$ cat config.mk
export PLATFORM = sky130hd
export DESIGN_NAME = sorted_timer_queue_flat
export DESIGN_NICKNAME = d
export VERILOG_FILES = /design/src/rtl/stq_pkg.sv /design/src/rtl/stq_in_if.sv /design/src/rtl/stq_out_if.sv /design/src/rtl/stq_ram.sv /design/src/rtl/sorted_timer_queue.sv /design/src/flat_wrapper.sv
export VERILOG_INCLUDE_DIRS = /design/src /design/src/rtl
export SDC_FILE = /design/constraint.sdc
export NUM_CORES = 2
export LEC_CHECK = 0
export BUFFER_PORTS_ARGS = -buffer_cell sky130_fd_sc_hd__buf_2
export CAP_MARGIN = 20
export CORE_UTILIZATION = 40
export DETAILED_ROUTE_END_ITERATION = 16
export PLACE_DENSITY = 0.66
export SLEW_MARGIN = 10
export SYNTH_ARGS = -nofsm -noshare
export SYNTH_HDL_FRONTEND = slang
export SYNTH_HIERARCHICAL = 1
export SYNTH_SLANG_ARGS = --single-unit
$ cat constraint.sdc
create_clock -name clk -period 5.5 [get_ports clk]
set_input_delay 0.55 -clock clk [delete_from_list [all_inputs] [get_ports clk]]
set_output_delay 0.55 -clock clk [all_outputs]
set_load 0.01 [all_outputs]
$ cat src/rtl/sorted_timer_queue_assert.svh
// ----------------------------------------------------------------------------
// sorted timer queue assertion macros
// concurrent assertion wrappers, compiled out when ASSERT_OFF is set
// ----------------------------------------------------------------------------
`ifndef SORTED_TIMER_QUEUE_ASSERT_SVH
`define SORTED_TIMER_QUEUE_ASSERT_SVH
`ifndef ASSERT_OFF
`define STQ_ASSERT_IMP(lbl, ante, cons, msg) \
  lbl: assert property (@(posedge clk) disable iff (!rst_n) (ante) |-> (cons)) else $error(msg);
`define STQ_ASSERT_NXT(lbl, ante, cons, msg) \
  lbl: assert property (@(posedge clk) disable iff (!rst_n) (ante) |=> (cons)) else $error(msg);
`else
`define STQ_ASSERT_IMP(lbl, ante, cons, msg)
`define STQ_ASSERT_NXT(lbl, ante, cons, msg)
`endif
`endif

$ cat src/rtl/stq_pkg.sv
// ----------------------------------------------------------------------------
// sorted timer queue package
// command codes, result kinds, slot flags and field widths
// ----------------------------------------------------------------------------
`timescale 1ns / 1ps

package stq_pkg;

  localparam int FUNC_W = 3;
  localparam int ID_W   = 5;
  localparam int DL_W   = 32;
  localparam int PAY_W  = 8;
  localparam int Q_W    = 4;
  localparam int KIND_W = 3;
  localparam int SLOT_W = 5;

  localparam logic [FUNC_W-1:0] F_ALLOC   = 3'd0;
  localparam logic [FUNC_W-1:0] F_FREE    = 3'd1;
  localparam logic [FUNC_W-1:0] F_INIT    = 3'd2;
  localparam logic [FUNC_W-1:0] F_SETTIME = 3'd3;
  localparam logic [FUNC_W-1:0] F_TICK    = 3'd4;

  typedef enum logic [KIND_W-1:0] {
    K_ACK       = 3'd0,
    K_ALLOCATED = 3'd1,
    K_NONE_FREE = 3'd2,
    K_EXPIRED   = 3'd3,
    K_REJECTED  = 3'd4
  } kind_t;

  typedef logic [1:0] flag_t;
  localparam flag_t FLAG_FREE  = 2'd0;
  localparam flag_t FLAG_ALLOC = 2'd1;
  localparam flag_t FLAG_USING = 2'd2;

endpackage

$ cat src/rtl/stq_in_if.sv
// ----------------------------------------------------------------------------
// sorted timer queue command channel
// valid/ready channel carrying one command transaction
// ----------------------------------------------------------------------------
`timescale 1ns / 1ps

interface stq_in_if import stq_pkg::*; ();
  logic              valid;
  logic              ready;
  logic [FUNC_W-1:0] func;
  logic [ID_W-1:0]   timer_id;
  logic [DL_W-1:0]   timeout;
  logic [PAY_W-1:0]  payload;
  logic [Q_W-1:0]    dest_queue;

  modport source (output valid, func, timer_id, timeout, payload, dest_queue, input ready);
  modport sink   (input valid, func, timer_id, timeout, payload, dest_queue, output ready);
endinterface

$ cat src/rtl/stq_out_if.sv
// ----------------------------------------------------------------------------
// sorted timer queue result channel
// valid/ready channel carrying one result transaction
// ----------------------------------------------------------------------------
`timescale 1ns / 1ps

interface stq_out_if import stq_pkg::*; ();
  logic              valid;
  logic              ready;
  logic [KIND_W-1:0] kind;
  logic [SLOT_W-1:0] slot;
  logic [PAY_W-1:0]  out_payload;
  logic [Q_W-1:0]    out_queue;
  logic              last;

  modport source (output valid, kind, slot, out_payload, out_queue, last, input ready);
  modport sink   (input valid, kind, slot, out_payload, out_queue, last, output ready);
endinterface

$ cat src/rtl/stq_ram.sv
// ----------------------------------------------------------------------------
// sorted timer queue ram
// simple dual port memory, one write and one registered read per cycle
// ----------------------------------------------------------------------------
`timescale 1ns / 1ps

module stq_ram #(
  parameter int DEPTH = 32,
  parameter int WIDTH = 8,
  localparam int AW = (DEPTH > 1) ? $clog2(DEPTH) : 1
) (
  input  logic             clk,
  input  logic             we,
  input  logic [AW-1:0]    waddr,
  input  logic [WIDTH-1:0] wdata,
  input  logic             re,
  input  logic [AW-1:0]    raddr,
  output logic [WIDTH-1:0] rdata
);

  logic [WIDTH-1:0] mem [DEPTH];
  logic [WIDTH-1:0] rdata_r;

  always_ff @(posedge clk) begin
    if (we) begin
      mem[waddr] <= wdata;
    end
    if (re) begin
      rdata_r <= mem[raddr];
    end
  end

  assign rdata = rdata_r;

endmodule

$ cat src/rtl/sorted_timer_queue.sv
// ----------------------------------------------------------------------------
// sorted timer queue
//   channel  dir  handshake         contents
//   in_ch    in   valid/ready       func, timer_id, timeout, payload, dest_queue
//   out_ch   out  valid/ready       kind, slot, out_payload, out_queue, last
// one command at a time; the sorted id list sits in a single-port-read ram
// alloc scans the flags one slot a cycle, up to NUM_TIMERS slots
// settime: each entry searched: read id, read deadline, compare; each entry shifted: read, write
// tick: each entry checked: read id, read deadline, compare; then each remaining entry: read, write to compact
// synchronous active-low reset; a stalled result holds the sequencer
// ----------------------------------------------------------------------------
`timescale 1ns / 1ps
`include "sorted_timer_queue_assert.svh"

module sorted_timer_queue import stq_pkg::*; #(
  parameter int NUM_TIMERS = 32
) (
  input  logic clk,
  input  logic rst_n,
  stq_in_if.sink    in_ch,
  stq_out_if.source out_ch
);

  localparam int IW = (NUM_TIMERS > 1) ? $clog2(NUM_TIMERS) : 1;
  localparam int CW = $clog2(NUM_TIMERS + 1);

  typedef enum logic [3:0] {
    S_IDLE, S_ALLOC, S_SRCH_ID, S_SRCH_DL, S_SRCH_CMP, S_SHIFT_RD, S_SHIFT_WR,
    S_TK_ID, S_TK_DL, S_TK_CMP, S_TK_FIN, S_CMP_RD, S_CMP_WR, S_RESP
  } state_t;

  state_t            st_r, st_nxt;
  logic [CW-1:0]     i_r, i_nxt, j_r, j_nxt, act_r, act_nxt;
  logic [DL_W-1:0]   tick_r, tick_nxt, dl_r, dl_nxt;
  logic [IW-1:0]     id_r, id_nxt, rslot_r, rslot_nxt, pslot_r, pslot_nxt;
  kind_t             kind_r, kind_nxt, okind_r, okind_nxt;
  logic              pend_r, pend_nxt;
  logic [PAY_W-1:0]  ppay_r, ppay_nxt, opay_r, opay_nxt;
  logic [Q_W-1:0]    pq_r, pq_nxt, oq_r, oq_nxt;
  logic              ov_r, ov_nxt, olast_r, olast_nxt;
  logic [SLOT_W-1:0] oslot_r, oslot_nxt;
  flag_t             flags_r [NUM_TIMERS];

  logic              flag_we;
  logic [IW-1:0]     flag_wa;
  flag_t             flag_wd;
  logic              ids_we, ids_re;
  logic [IW-1:0]     ids_wa, ids_wd, ids_ra, ids_rdata;
  logic              dl_we, dl_re;
  logic [IW-1:0]     dl_wa, dl_ra;
  logic [DL_W-1:0]   dl_wd, dl_rdata;
  logic              tg_we;
  logic [IW-1:0]     tg_wa;
  logic [PAY_W+Q_W-1:0] tg_wd, tg_rdata;

  logic              out_free, id_ok;
  logic [IW-1:0]     in_idx;
  logic [CW-1:0]     jm1, nj;

  stq_ram #(.DEPTH(NUM_TIMERS), .WIDTH(IW)) u_ids (
    .clk(clk), .we(ids_we), .waddr(ids_wa), .wdata(ids_wd),
    .re(ids_re), .raddr(ids_ra), .rdata(ids_rdata)
  );

  stq_ram #(.DEPTH(NUM_TIMERS), .WIDTH(DL_W)) u_dl (
    .clk(clk), .we(dl_we), .waddr(dl_wa), .wdata(dl_wd),
    .re(dl_re), .raddr(dl_ra), .rdata(dl_rdata)
  );

  stq_ram #(.DEPTH(NUM_TIMERS), .WIDTH(PAY_W + Q_W)) u_tag (
    .clk(clk), .we(tg_we), .waddr(tg_wa), .wdata(tg_wd),
    .re(dl_re), .raddr(dl_ra), .rdata(tg_rdata)
  );

  assign in_ch.ready        = (st_r == S_IDLE);
  assign out_ch.valid       = ov_r;
  assign out_ch.kind        = okind_r;
  assign out_ch.slot        = oslot_r;
  assign out_ch.out_payload = opay_r;
  assign out_ch.out_queue   = oq_r;
  assign out_ch.last        = olast_r;

  assign out_free = !ov_r || out_ch.ready;
  assign id_ok    = ({{(32-ID_W){1'b0}}, in_ch.timer_id} < 32'(NUM_TIMERS));
  assign in_idx   = IW'(in_ch.timer_id);
  assign jm1      = j_r - CW'(1);
  assign nj       = i_r + j_r;

  always_comb begin
    st_nxt    = st_r;
    i_nxt     = i_r;
    j_nxt     = j_r;
    act_nxt   = act_r;
    tick_nxt  = tick_r;
    dl_nxt    = dl_r;
    id_nxt    = id_r;
    rslot_nxt = rslot_r;
    pslot_nxt = pslot_r;
    kind_nxt  = kind_r;
    pend_nxt  = pend_r;
    ppay_nxt  = ppay_r;
    pq_nxt    = pq_r;
    ov_nxt    = ov_r && !out_ch.ready;
    okind_nxt = okind_r;
    oslot_nxt = oslot_r;
    opay_nxt  = opay_r;
    oq_nxt    = oq_r;
    olast_nxt = olast_r;
    flag_we   = 1'b0;
    flag_wa   = '0;
    flag_wd   = FLAG_FREE;
    ids_we    = 1'b0;
    ids_wa    = '0;
    ids_wd    = '0;
    ids_re    = 1'b0;
    ids_ra    = '0;
    dl_we     = 1'b0;
    dl_wa     = '0;
    dl_wd     = '0;
    dl_re     = 1'b0;
    dl_ra     = '0;
    tg_we     = 1'b0;
    tg_wa     = '0;
    tg_wd     = '0;

    case (st_r)
      S_IDLE: begin
        if (in_ch.valid) begin
          id_nxt    = in_idx;
          rslot_nxt = '0;
          kind_nxt  = K_ACK;
          i_nxt     = '0;
          st_nxt    = S_RESP;
          case (in_ch.func)
            F_ALLOC: begin
              st_nxt = S_ALLOC;
            end
            F_FREE: begin
              if (id_ok) begin
                flag_we = 1'b1;
                flag_wa = in_idx;
                flag_wd = FLAG_FREE;
              end else begin
                kind_nxt = K_REJECTED;
              end
            end
            F_INIT: begin
              if (id_ok) begin
                tg_we = 1'b1;
                tg_wa = in_idx;
                tg_wd = {in_ch.payload, in_ch.dest_queue};
              end else begin
                kind_nxt = K_REJECTED;
              end
            end
            F_SETTIME: begin
              if (!id_ok || flags_r[in_idx] == FLAG_USING ||
                  act_r == CW'(NUM_TIMERS)) begin
                kind_nxt = K_REJECTED;
              end else begin
                dl_nxt  = in_ch.timeout + tick_r;
                dl_we   = 1'b1;
                dl_wa   = in_idx;
                dl_wd   = in_ch.timeout + tick_r;
                flag_we = 1'b1;
                flag_wa = in_idx;
                flag_wd = FLAG_USING;
                st_nxt  = S_SRCH_ID;
              end
            end
            F_TICK: begin
              tick_nxt = tick_r + 32'd1;
              pend_nxt = 1'b0;
              st_nxt   = S_TK_ID;
            end
            default: begin
              kind_nxt = K_REJECTED;
            end
          endcase
        end
      end
      S_ALLOC: begin
        if (flags_r[i_r[IW-1:0]] == FLAG_FREE) begin
          flag_we   = 1'b1;
          flag_wa   = i_r[IW-1:0];
          flag_wd   = FLAG_ALLOC;
          kind_nxt  = K_ALLOCATED;
          rslot_nxt = i_r[IW-1:0];
          st_nxt    = S_RESP;
        end else if (i_r == CW'(NUM_TIMERS - 1)) begin
          kind_nxt = K_NONE_FREE;
          st_nxt   = S_RESP;
        end else begin
          i_nxt = i_r + CW'(1);
        end
      end
      S_SRCH_ID: begin
        if (i_r == act_r) begin
          j_nxt  = act_r;
          st_nxt = S_SHIFT_RD;
        end else begin
          ids_re = 1'b1;
          ids_ra = i_r[IW-1:0];
          st_nxt = S_SRCH_DL;
        end
      end
      S_SRCH_DL: begin
        dl_re  = 1'b1;
        dl_ra  = ids_rdata;
        st_nxt = S_SRCH_CMP;
      end
      S_SRCH_CMP: begin
        if (dl_rdata >= dl_r) begin
          j_nxt  = act_r;
          st_nxt = S_SHIFT_RD;
        end else begin
          i_nxt  = i_r + CW'(1);
          st_nxt = S_SRCH_ID;
        end
      end
      S_SHIFT_RD: begin
        if (j_r > i_r) begin
          ids_re = 1'b1;
          ids_ra = jm1[IW-1:0];
          st_nxt = S_SHIFT_WR;
        end else begin
          ids_we  = 1'b1;
          ids_wa  = i_r[IW-1:0];
          ids_wd  = id_r;
          act_nxt = act_r + CW'(1);
          st_nxt  = S_RESP;
        end
      end
      S_SHIFT_WR: begin
        ids_we = 1'b1;
        ids_wa = j_r[IW-1:0];
        ids_wd = ids_rdata;
        j_nxt  = jm1;
        st_nxt = S_SHIFT_RD;
      end
      S_TK_ID: begin
        if (i_r == act_r) begin
          st_nxt = S_TK_FIN;
        end else begin
          ids_re = 1'b1;
          ids_ra = i_r[IW-1:0];
          st_nxt = S_TK_DL;
        end
      end
      S_TK_DL: begin
        dl_re  = 1'b1;
        dl_ra  = ids_rdata;
        st_nxt = S_TK_CMP;
      end
      S_TK_CMP: begin
        if (dl_rdata <= tick_r) begin
          if (!pend_r || out_free) begin
            if (pend_r) begin
              ov_nxt    = 1'b1;
              okind_nxt = K_EXPIRED;
              oslot_nxt = SLOT_W'(pslot_r);
              opay_nxt  = ppay_r;
              oq_nxt    = pq_r;
              olast_nxt = 1'b0;
            end
            flag_we   = 1'b1;
            flag_wa   = ids_rdata;
            flag_wd   = FLAG_ALLOC;
            pend_nxt  = 1'b1;
            pslot_nxt = ids_rdata;
            ppay_nxt  = tg_rdata[PAY_W+Q_W-1:Q_W];
            pq_nxt    = tg_rdata[Q_W-1:0];
            i_nxt     = i_r + CW'(1);
            st_nxt    = S_TK_ID;
          end
        end else begin
          st_nxt = S_TK_FIN;
        end
      end
      S_TK_FIN: begin
        if (out_free) begin
          ov_nxt    = 1'b1;
          olast_nxt = 1'b1;
          if (pend_r) begin
            okind_nxt = K_EXPIRED;
            oslot_nxt = SLOT_W'(pslot_r);
            opay_nxt  = ppay_r;
            oq_nxt    = pq_r;
          end else begin
            okind_nxt = K_ACK;
            oslot_nxt = '0;
            opay_nxt  = '0;
            oq_nxt    = '0;
          end
          act_nxt = act_r - i_r;
          j_nxt   = '0;
          st_nxt  = (i_r != '0) ? S_CMP_RD : S_IDLE;
        end
      end
      S_CMP_RD: begin
        if (j_r == act_r) begin
          st_nxt = S_IDLE;
        end else begin
          ids_re = 1'b1;
          ids_ra = nj[IW-1:0];
          st_nxt = S_CMP_WR;
        end
      end
      S_CMP_WR: begin
        ids_we = 1'b1;
        ids_wa = j_r[IW-1:0];
        ids_wd = ids_rdata;
        j_nxt  = j_r + CW'(1);
        st_nxt = S_CMP_RD;
      end
      S_RESP: begin
        if (out_free) begin
          ov_nxt    = 1'b1;
          okind_nxt = kind_r;
          oslot_nxt = SLOT_W'(rslot_r);
          opay_nxt  = '0;
          oq_nxt    = '0;
          olast_nxt = 1'b1;
          st_nxt    = S_IDLE;
        end
      end
      default: begin
        st_nxt = S_IDLE;
      end
    endcase
  end

  always_ff @(posedge clk) begin
    if (!rst_n) begin
      st_r   <= S_IDLE;
      act_r  <= '0;
      tick_r <= '0;
      pend_r <= 1'b0;
      ov_r   <= 1'b0;
      for (int k = 0; k < NUM_TIMERS; k++) begin
        flags_r[k] <= FLAG_FREE;
      end
    end else begin
      st_r   <= st_nxt;
      act_r  <= act_nxt;
      tick_r <= tick_nxt;
      pend_r <= pend_nxt;
      ov_r   <= ov_nxt;
      if (flag_we) begin
        flags_r[flag_wa] <= flag_wd;
      end
    end
    i_r     <= i_nxt;
    j_r     <= j_nxt;
    dl_r    <= dl_nxt;
    id_r    <= id_nxt;
    rslot_r <= rslot_nxt;
    pslot_r <= pslot_nxt;
    kind_r  <= kind_nxt;
    ppay_r  <= ppay_nxt;
    pq_r    <= pq_nxt;
    okind_r <= okind_nxt;
    oslot_r <= oslot_nxt;
    opay_r  <= opay_nxt;
    oq_r    <= oq_nxt;
    olast_r <= olast_nxt;
  end

  `STQ_ASSERT_IMP(a_act_bound, 1'b1, act_r <= CW'(NUM_TIMERS), "list length over capacity")
  `STQ_ASSERT_NXT(a_busy_after_cmd, in_ch.valid && in_ch.ready, !in_ch.ready, "command overlap")
  `STQ_ASSERT_IMP(a_walk_in_list, st_r == S_TK_CMP, i_r < act_r, "expiry walk past list end")

endmodule
$ cat src/flat_wrapper.sv
// flat-port wrapper written by rule: the top's interface ports become plain ports
module sorted_timer_queue_flat import stq_pkg::*;
#(
  parameter int NUM_TIMERS = 32
)
  (clk, rst_n, in_ch_valid, in_ch_func, in_ch_timer_id, in_ch_timeout, in_ch_payload, in_ch_dest_queue, in_ch_ready, out_ch_valid, out_ch_kind, out_ch_slot, out_ch_out_payload, out_ch_out_queue, out_ch_last, out_ch_ready);
  stq_in_if in_ch_i ();
  stq_out_if out_ch_i ();
  input  logic clk;
  input  logic rst_n;
  input wire logic [$bits(in_ch_i.valid)-1:0] in_ch_valid;
  input wire logic [$bits(in_ch_i.func)-1:0] in_ch_func;
  input wire logic [$bits(in_ch_i.timer_id)-1:0] in_ch_timer_id;
  input wire logic [$bits(in_ch_i.timeout)-1:0] in_ch_timeout;
  input wire logic [$bits(in_ch_i.payload)-1:0] in_ch_payload;
  input wire logic [$bits(in_ch_i.dest_queue)-1:0] in_ch_dest_queue;
  output wire logic [$bits(in_ch_i.ready)-1:0] in_ch_ready;
  output wire logic [$bits(out_ch_i.valid)-1:0] out_ch_valid;
  output wire logic [$bits(out_ch_i.kind)-1:0] out_ch_kind;
  output wire logic [$bits(out_ch_i.slot)-1:0] out_ch_slot;
  output wire logic [$bits(out_ch_i.out_payload)-1:0] out_ch_out_payload;
  output wire logic [$bits(out_ch_i.out_queue)-1:0] out_ch_out_queue;
  output wire logic [$bits(out_ch_i.last)-1:0] out_ch_last;
  input wire logic [$bits(out_ch_i.ready)-1:0] out_ch_ready;
  assign in_ch_i.valid = in_ch_valid;
  assign in_ch_i.func = in_ch_func;
  assign in_ch_i.timer_id = in_ch_timer_id;
  assign in_ch_i.timeout = in_ch_timeout;
  assign in_ch_i.payload = in_ch_payload;
  assign in_ch_i.dest_queue = in_ch_dest_queue;
  assign in_ch_ready = in_ch_i.ready;
  assign out_ch_valid = out_ch_i.valid;
  assign out_ch_kind = out_ch_i.kind;
  assign out_ch_slot = out_ch_i.slot;
  assign out_ch_out_payload = out_ch_i.out_payload;
  assign out_ch_out_queue = out_ch_i.out_queue;
  assign out_ch_last = out_ch_i.last;
  assign out_ch_i.ready = out_ch_ready;
  sorted_timer_queue #(.NUM_TIMERS(NUM_TIMERS)) u_core (.clk(clk), .rst_n(rst_n), .in_ch(in_ch_i), .out_ch(out_ch_i));
endmodule
# After elaboration in Yosys (flattened, before gate mapping)
# Memory sizes are Yosys's and may differ from the RTL's. A register that Yosys moved wholly into a read port is not among the register bits.
# Cells that the tools add are included.
# classes
addsub	8
order_cmp	3
eq_ne	39
mux	151
n_bitwise	1
reduce_logical	37
# op_table
operator	n
2-to-1 mux 5 bit	27
2-to-1 mux 32 bit	4
2-to-1 mux 6 bit	11
2-to-1 mux 4 bit	16
one-hot mux 4 bit (14 select lines)	1
2-to-1 mux 8 bit	6
one-hot mux 5 bit (3 select lines)	3
2-to-1 mux 1 bit	41
one-hot mux 5 bit (2 select lines)	4
2-to-1 mux 12 bit	3
2-to-1 mux 3 bit	11
adder 32 x 1 -> 32 bit, second input constant	1
adder 32 bit	1
greater-or-equal comparator 32 bit	1
less-or-equal comparator 32 bit	1
one-hot mux 6 bit (5 select lines)	1
equality test 4 bit, second input constant	6
one-hot mux 4 bit (3 select lines)	2
one-hot mux 6 bit (4 select lines)	1
one-hot mux 8 bit (3 select lines)	1
inequality test 2 x 1 -> 1 bit, second input constant	10
adder 6 x 1 -> 6 bit, second input constant	3
equality test 4 x 3 -> 1 bit, second input constant	4
AND reduction 3 bit	5
42 further kinds	75
# totals
reg_bits	139
ram_bits	1632
in_bits	56
out_inout_bits	23
word_cells	262
n_memories	4
# mem_list
name	words	word_bits	rd	rd_ports_with_merged_regs	write_ports	line_no	text
u_core.u_dl.mem	32	32	1	1	1	stq_ram.sv:21	logic [WIDTH-1:0] mem [DEPTH];
u_core.u_tag.mem	32	12	1	1	1	stq_ram.sv:21	
u_core.u_ids.mem	32	5	1	1	1	stq_ram.sv:21	
u_core.flags_r	32	2	2	1	32	sorted_timer_queue.sv:42	flag_t flags_r [NUM_TIMERS];

# Logic depth before layout (Yosys ltp)
# An unclocked memory read counts as a cell.
# logic_depth
ltp_word	12
mapped_depth	16
ltp_nobuf	13

# Cells and area by module
# Netlist, hierarchy kept.
# by_module_without_submodules
mod	n_inst	cells_per_inst	area_per_inst_um2	seq_area_each_um2
stq_ram (u_core.u_dl)	1	2260	40812.9	31710.4
stq_ram (u_core.u_tag)	1	868	15588.7	11891.4
sorted_timer_queue	1	1510	14172.3	5755.5
stq_ram (u_core.u_ids)	1	277	6394.9	4954.8

# Worst setup path after synthesis
# OpenSTA, ideal clock, no wires.
# synth_timing
path_kind	input -> register
startpoint	input port in_ch_timer_id[1]
endpoint	memory u_core/u_dl/mem[12][0] (netlist name), enable pin
setup_ns	0.421
arrival_time_ns	4.607
required_time_ns	5.079
setup_slack_ns	0.472
cell_stages	13
n_path_buf	4
cell_sequence	buf_2 -> buf_2 -> nand3b_1 -> a21oi_1 -> nor4b_1 -> o311ai_4 -> a21oi_1 -> nand2_1 -> inv_1 -> clkbuf_1 -> or3b_2 -> clkbuf_1 -> nor2_1
# synth_between
elab_chain_cells	9
# synth_rtl
element	line_no	text
from (decl)	flat_wrapper.sv:13	input wire logic [$bits(in_ch_i.timer_id)-1:0] in_ch_timer_id;
memory (32 x 2 bit)	n/a	
equality test 2 bit	sorted_timer_queue.sv:157	if (!id_ok || flags_r[in_idx] == FLAG_USING ||
logical OR 1 bit	sorted_timer_queue.sv:157	
2-to-1 mux 1 bit	sorted_timer_queue.sv:157	
2-to-1 mux 1 bit	sorted_timer_queue.sv:134	case (in_ch.func)
2-to-1 mux 1 bit	sorted_timer_queue.sv:128	if (in_ch.valid) begin
2-to-1 mux 1 bit	sorted_timer_queue.sv:126	case (st_r)
via u_core.dl_we	sorted_timer_queue.sv:49	logic dl_we, dl_re;
2-to-1 mux 1 bit	stq_ram.sv:25	if (we) begin
2-to-1 mux 1 bit (implied by the code)	stq_ram.sv:26	mem[waddr] <= wdata;
to (decl)	stq_ram.sv:21	
# The timed path passes the listed nets, and every way through them passes these cells.

==> out/metrics.yaml <==
status: "finished clean"
viasPerCell: 5.67
worst-slew-pin-transition_ns: 1.12
finalSetupTns_ns: 0
firstDrtPassIters: 6
worst_setup_path_start_kind: "flip-flop"
critPathKind: "reg2reg"
hp-class: "in2reg"
post_layout_nonfiller_instances: 7787
drive_gt1_share_pct: 13.6
final.min_clock_period_ns: 4.71
htree_num_levels: 4
nNetsFinal: 5304
clock_skew_ns: 0.0370
tritoncts: "yes"
cp.arrival_ns: 5.21
total_power_mw: 33.8
drt_iter0_markers: 4435
antenna_found_initial: 8
grtUsageTotal_pct: 20.0
die_y_um: 441
syn_avg_cell_area_um2: 15.7
wirelength_mm: 196
port_buffers: 78
area_delta_synth_final_pct: 13.4
synth_top_cell_by_area: "edfxtp_1"
postRouteAntennaNets: 0
fp-row-count: 160
place_inst: 7445
clock_latency_ns: 0.82
ys_top_cells_by_count: "edfxtp_1 (1,776), mux2i_1 (707), nor2_1 (247)"
io_pins: 79
fmax_mhz: 212
worstPathRequired_ns: 6.00
cts_buffer_depth: 3
crit_chain: "inv_1, ha_1, nand4_1, or4_1, nor3_1, a21oi_1, a211oi_4, buf_4, a222oi_1, nand2b_1, or2_2, o21ai_0"
path_clk_slew_ns: 0.06
setup_violations: 0
grt_pass1_wl_mm: 288
drc: 0
vias: 44135
place_congestion: 0.941
cts_hold_buf: 0
drv_slew: 0
yosys.area.top_type_share_pct: 69.3
clkSinkCount: 1825
start_util_pct: 40.4
dieArea_um2: 194000
synth-main-ff-cell: "edfxtp_1"
multi_input_area_um2: 21100
use_met3_pct: 3.10
ff_latch_area_um2: 54300
dieWidth_um: 441
ys_warn_count: 6
maxCapViolCount: 0
grt_pass1_vias: 43643
p_leak_nw: 27.7
path_max_fanout: 20
grt.busiest_layer: "met2"
syn-instance-count: 4915
finalCritPeriodShare_pct: 85.6
synth.net_count: 5091
worstSetupEndpointType: "flip-flop"
crit_slowest_cell: "or4_1"
hpwl_mm: 123
power_density_nw_per_um2: 387
grt-ovfl-total: 0
cts_made_buffers: 180
core_area_um2: 191000
syn-cell-area_um2: 77000
rsz0062_at_grt: "false"
grt_max_degree: 74
ys_types: 95
yosysSeqAreaShare_pct: 70.6
fillers: 16198
regToRegStartpoint: "u_core/tick_r[29]"
use_met1_pct: 26.3
slowest_delay_ns: 0.72
worstHoldStart: "in_ch_timer_id[2]"
post_cts_resize_count: 0
met2_usage_pct: 33.4
cts_setup_buffers: 0
yosysMostFrequentCell: "edfxtp_1"
finalHoldViolations: 0
max-vdd-ir-drop_mv: 0.334
crit_buf_inv: 2
startpoint: "u_core/tick_r[29]"
ys_async_sr_fraction_pct: 0
routedWlPerCell_um: 25.2
synth_edf_count: 1776
synth_seq_cells: 1825
cp_top_family: "simple AND/OR/NAND/NOR gates"
cts-root-buf: "clkbuf_16"
max_slew_margin_pct: 24.8
synthTopCellsByArea: "edfxtp_1 (69%), mux2i_1 (9.2%), ha_1 (1.9%)"
[area by class of cell]
class,instances,share of cell area [%]
well taps,2511,3.60
inverters,103,0.443
multi-input cells,2726,24.2
flip-flops and latches,1825,62.2
diodes,1,0.00287
clock inverters,107,1.10
repair buffers,292,2.97
clock buffers,222,5.48
[sequential cells by signal, indices dropped and copies added, names as in the netlist, 8 cells and up, named ones only]
signal                     flops
u_core/tick_r                 32
u_core/flags_r                64
u_core/u_tag/mem             384
u_core/dl_r                   32
u_core/out_ch.out_payload      8
u_core/u_dl/rdata             32
u_core/ppay_r                  8
u_core/u_dl/mem             1024
u_core/u_ids/mem             160
u_core/u_tag/rdata            12
[power breakdown]
group | internal, mW | switching, mW | total (mW)
registers | 15.6 | 0.295 | 15.9
clock network | 6.84 | 5.16 | 12.0
logic | 2.09 | 3.79 | 5.88
total | 24.5 | 9.24 | 33.8
[layer usage]
metal	wire, um	vias up
li1	-	19620
met1	80100	22493
met2	96300	1674
met3	13200	342
met4	6540	6
met5	27	-
[cells in the final DEF (no fill, tap or decap), types with 12 or more instances in the layout]
master / count
a21o_1: 22
a21oi_1: 206
a22o_1: 106
a22oi_1: 152
a31oi_1: 52
and2_1: 51
and3_1: 23
buf_12: 35
buf_2: 79
buf_4: 163
bufinv_16: 14
clkbuf_1: 34
clkbuf_16: 184
clkinv_1: 38
clkinv_2: 31
clkinvlp_4: 12
dfxtp_1: 49
edfxtp_1: 1776
ha_1: 117
inv_1: 103
mux2i_1: 707
mux4_2: 50
nand2_1: 193
nand2b_1: 32
nand3_1: 152
nand3b_1: 30
nand4_1: 40
nor2_1: 213
nor2_4: 35
nor2b_1: 15
nor3_1: 117
nor4_1: 13
o21ai_0: 78
or2_1: 14
or3_1: 19
or3b_2: 17
xnor2_1: 61
xor2_1: 14
[final timing paths]
kind	to	slack [ns]	cells past startpoint
worst max-delay path	u_core/flags_r[3][1]	0.79	12
worst min-delay path	u_core/id_r[2]	0.09	1
worst max register to register	u_core/flags_r[3][1]	0.79	12
worst min register to register	u_core/ppay_r[1]	0.42	0
[kinds of logic after synthesis]
logic type | after synthesis | synth area share (%)
flops | 1825 | 70.6
buf+inv | 364 | 2.54
xor+xnor | 75 | 0.853
compound gates | 729 | 6.42
fa+ha+maj | 120 | 1.98
mux | 767 | 10.8
simple gates | 1035 | 6.84
[stage by stage]
step	hold WS [ns]	util [%]	instance area, um^2	setup WS (ns)
6_report	0.0855	45.8	87300	0.793
5_1_grt	0.0491	45.8	87300	0.516
4_1_cts	0.0356	45.7	87100	0.780
3_5_place_dp	0.405	42.7	81300	0.775
3_3_place_gp	0.402	42.6	81300	0.871
2_1_floorplan	0.400	-	77000	0.472
Power figures use the tool's default switching activity.
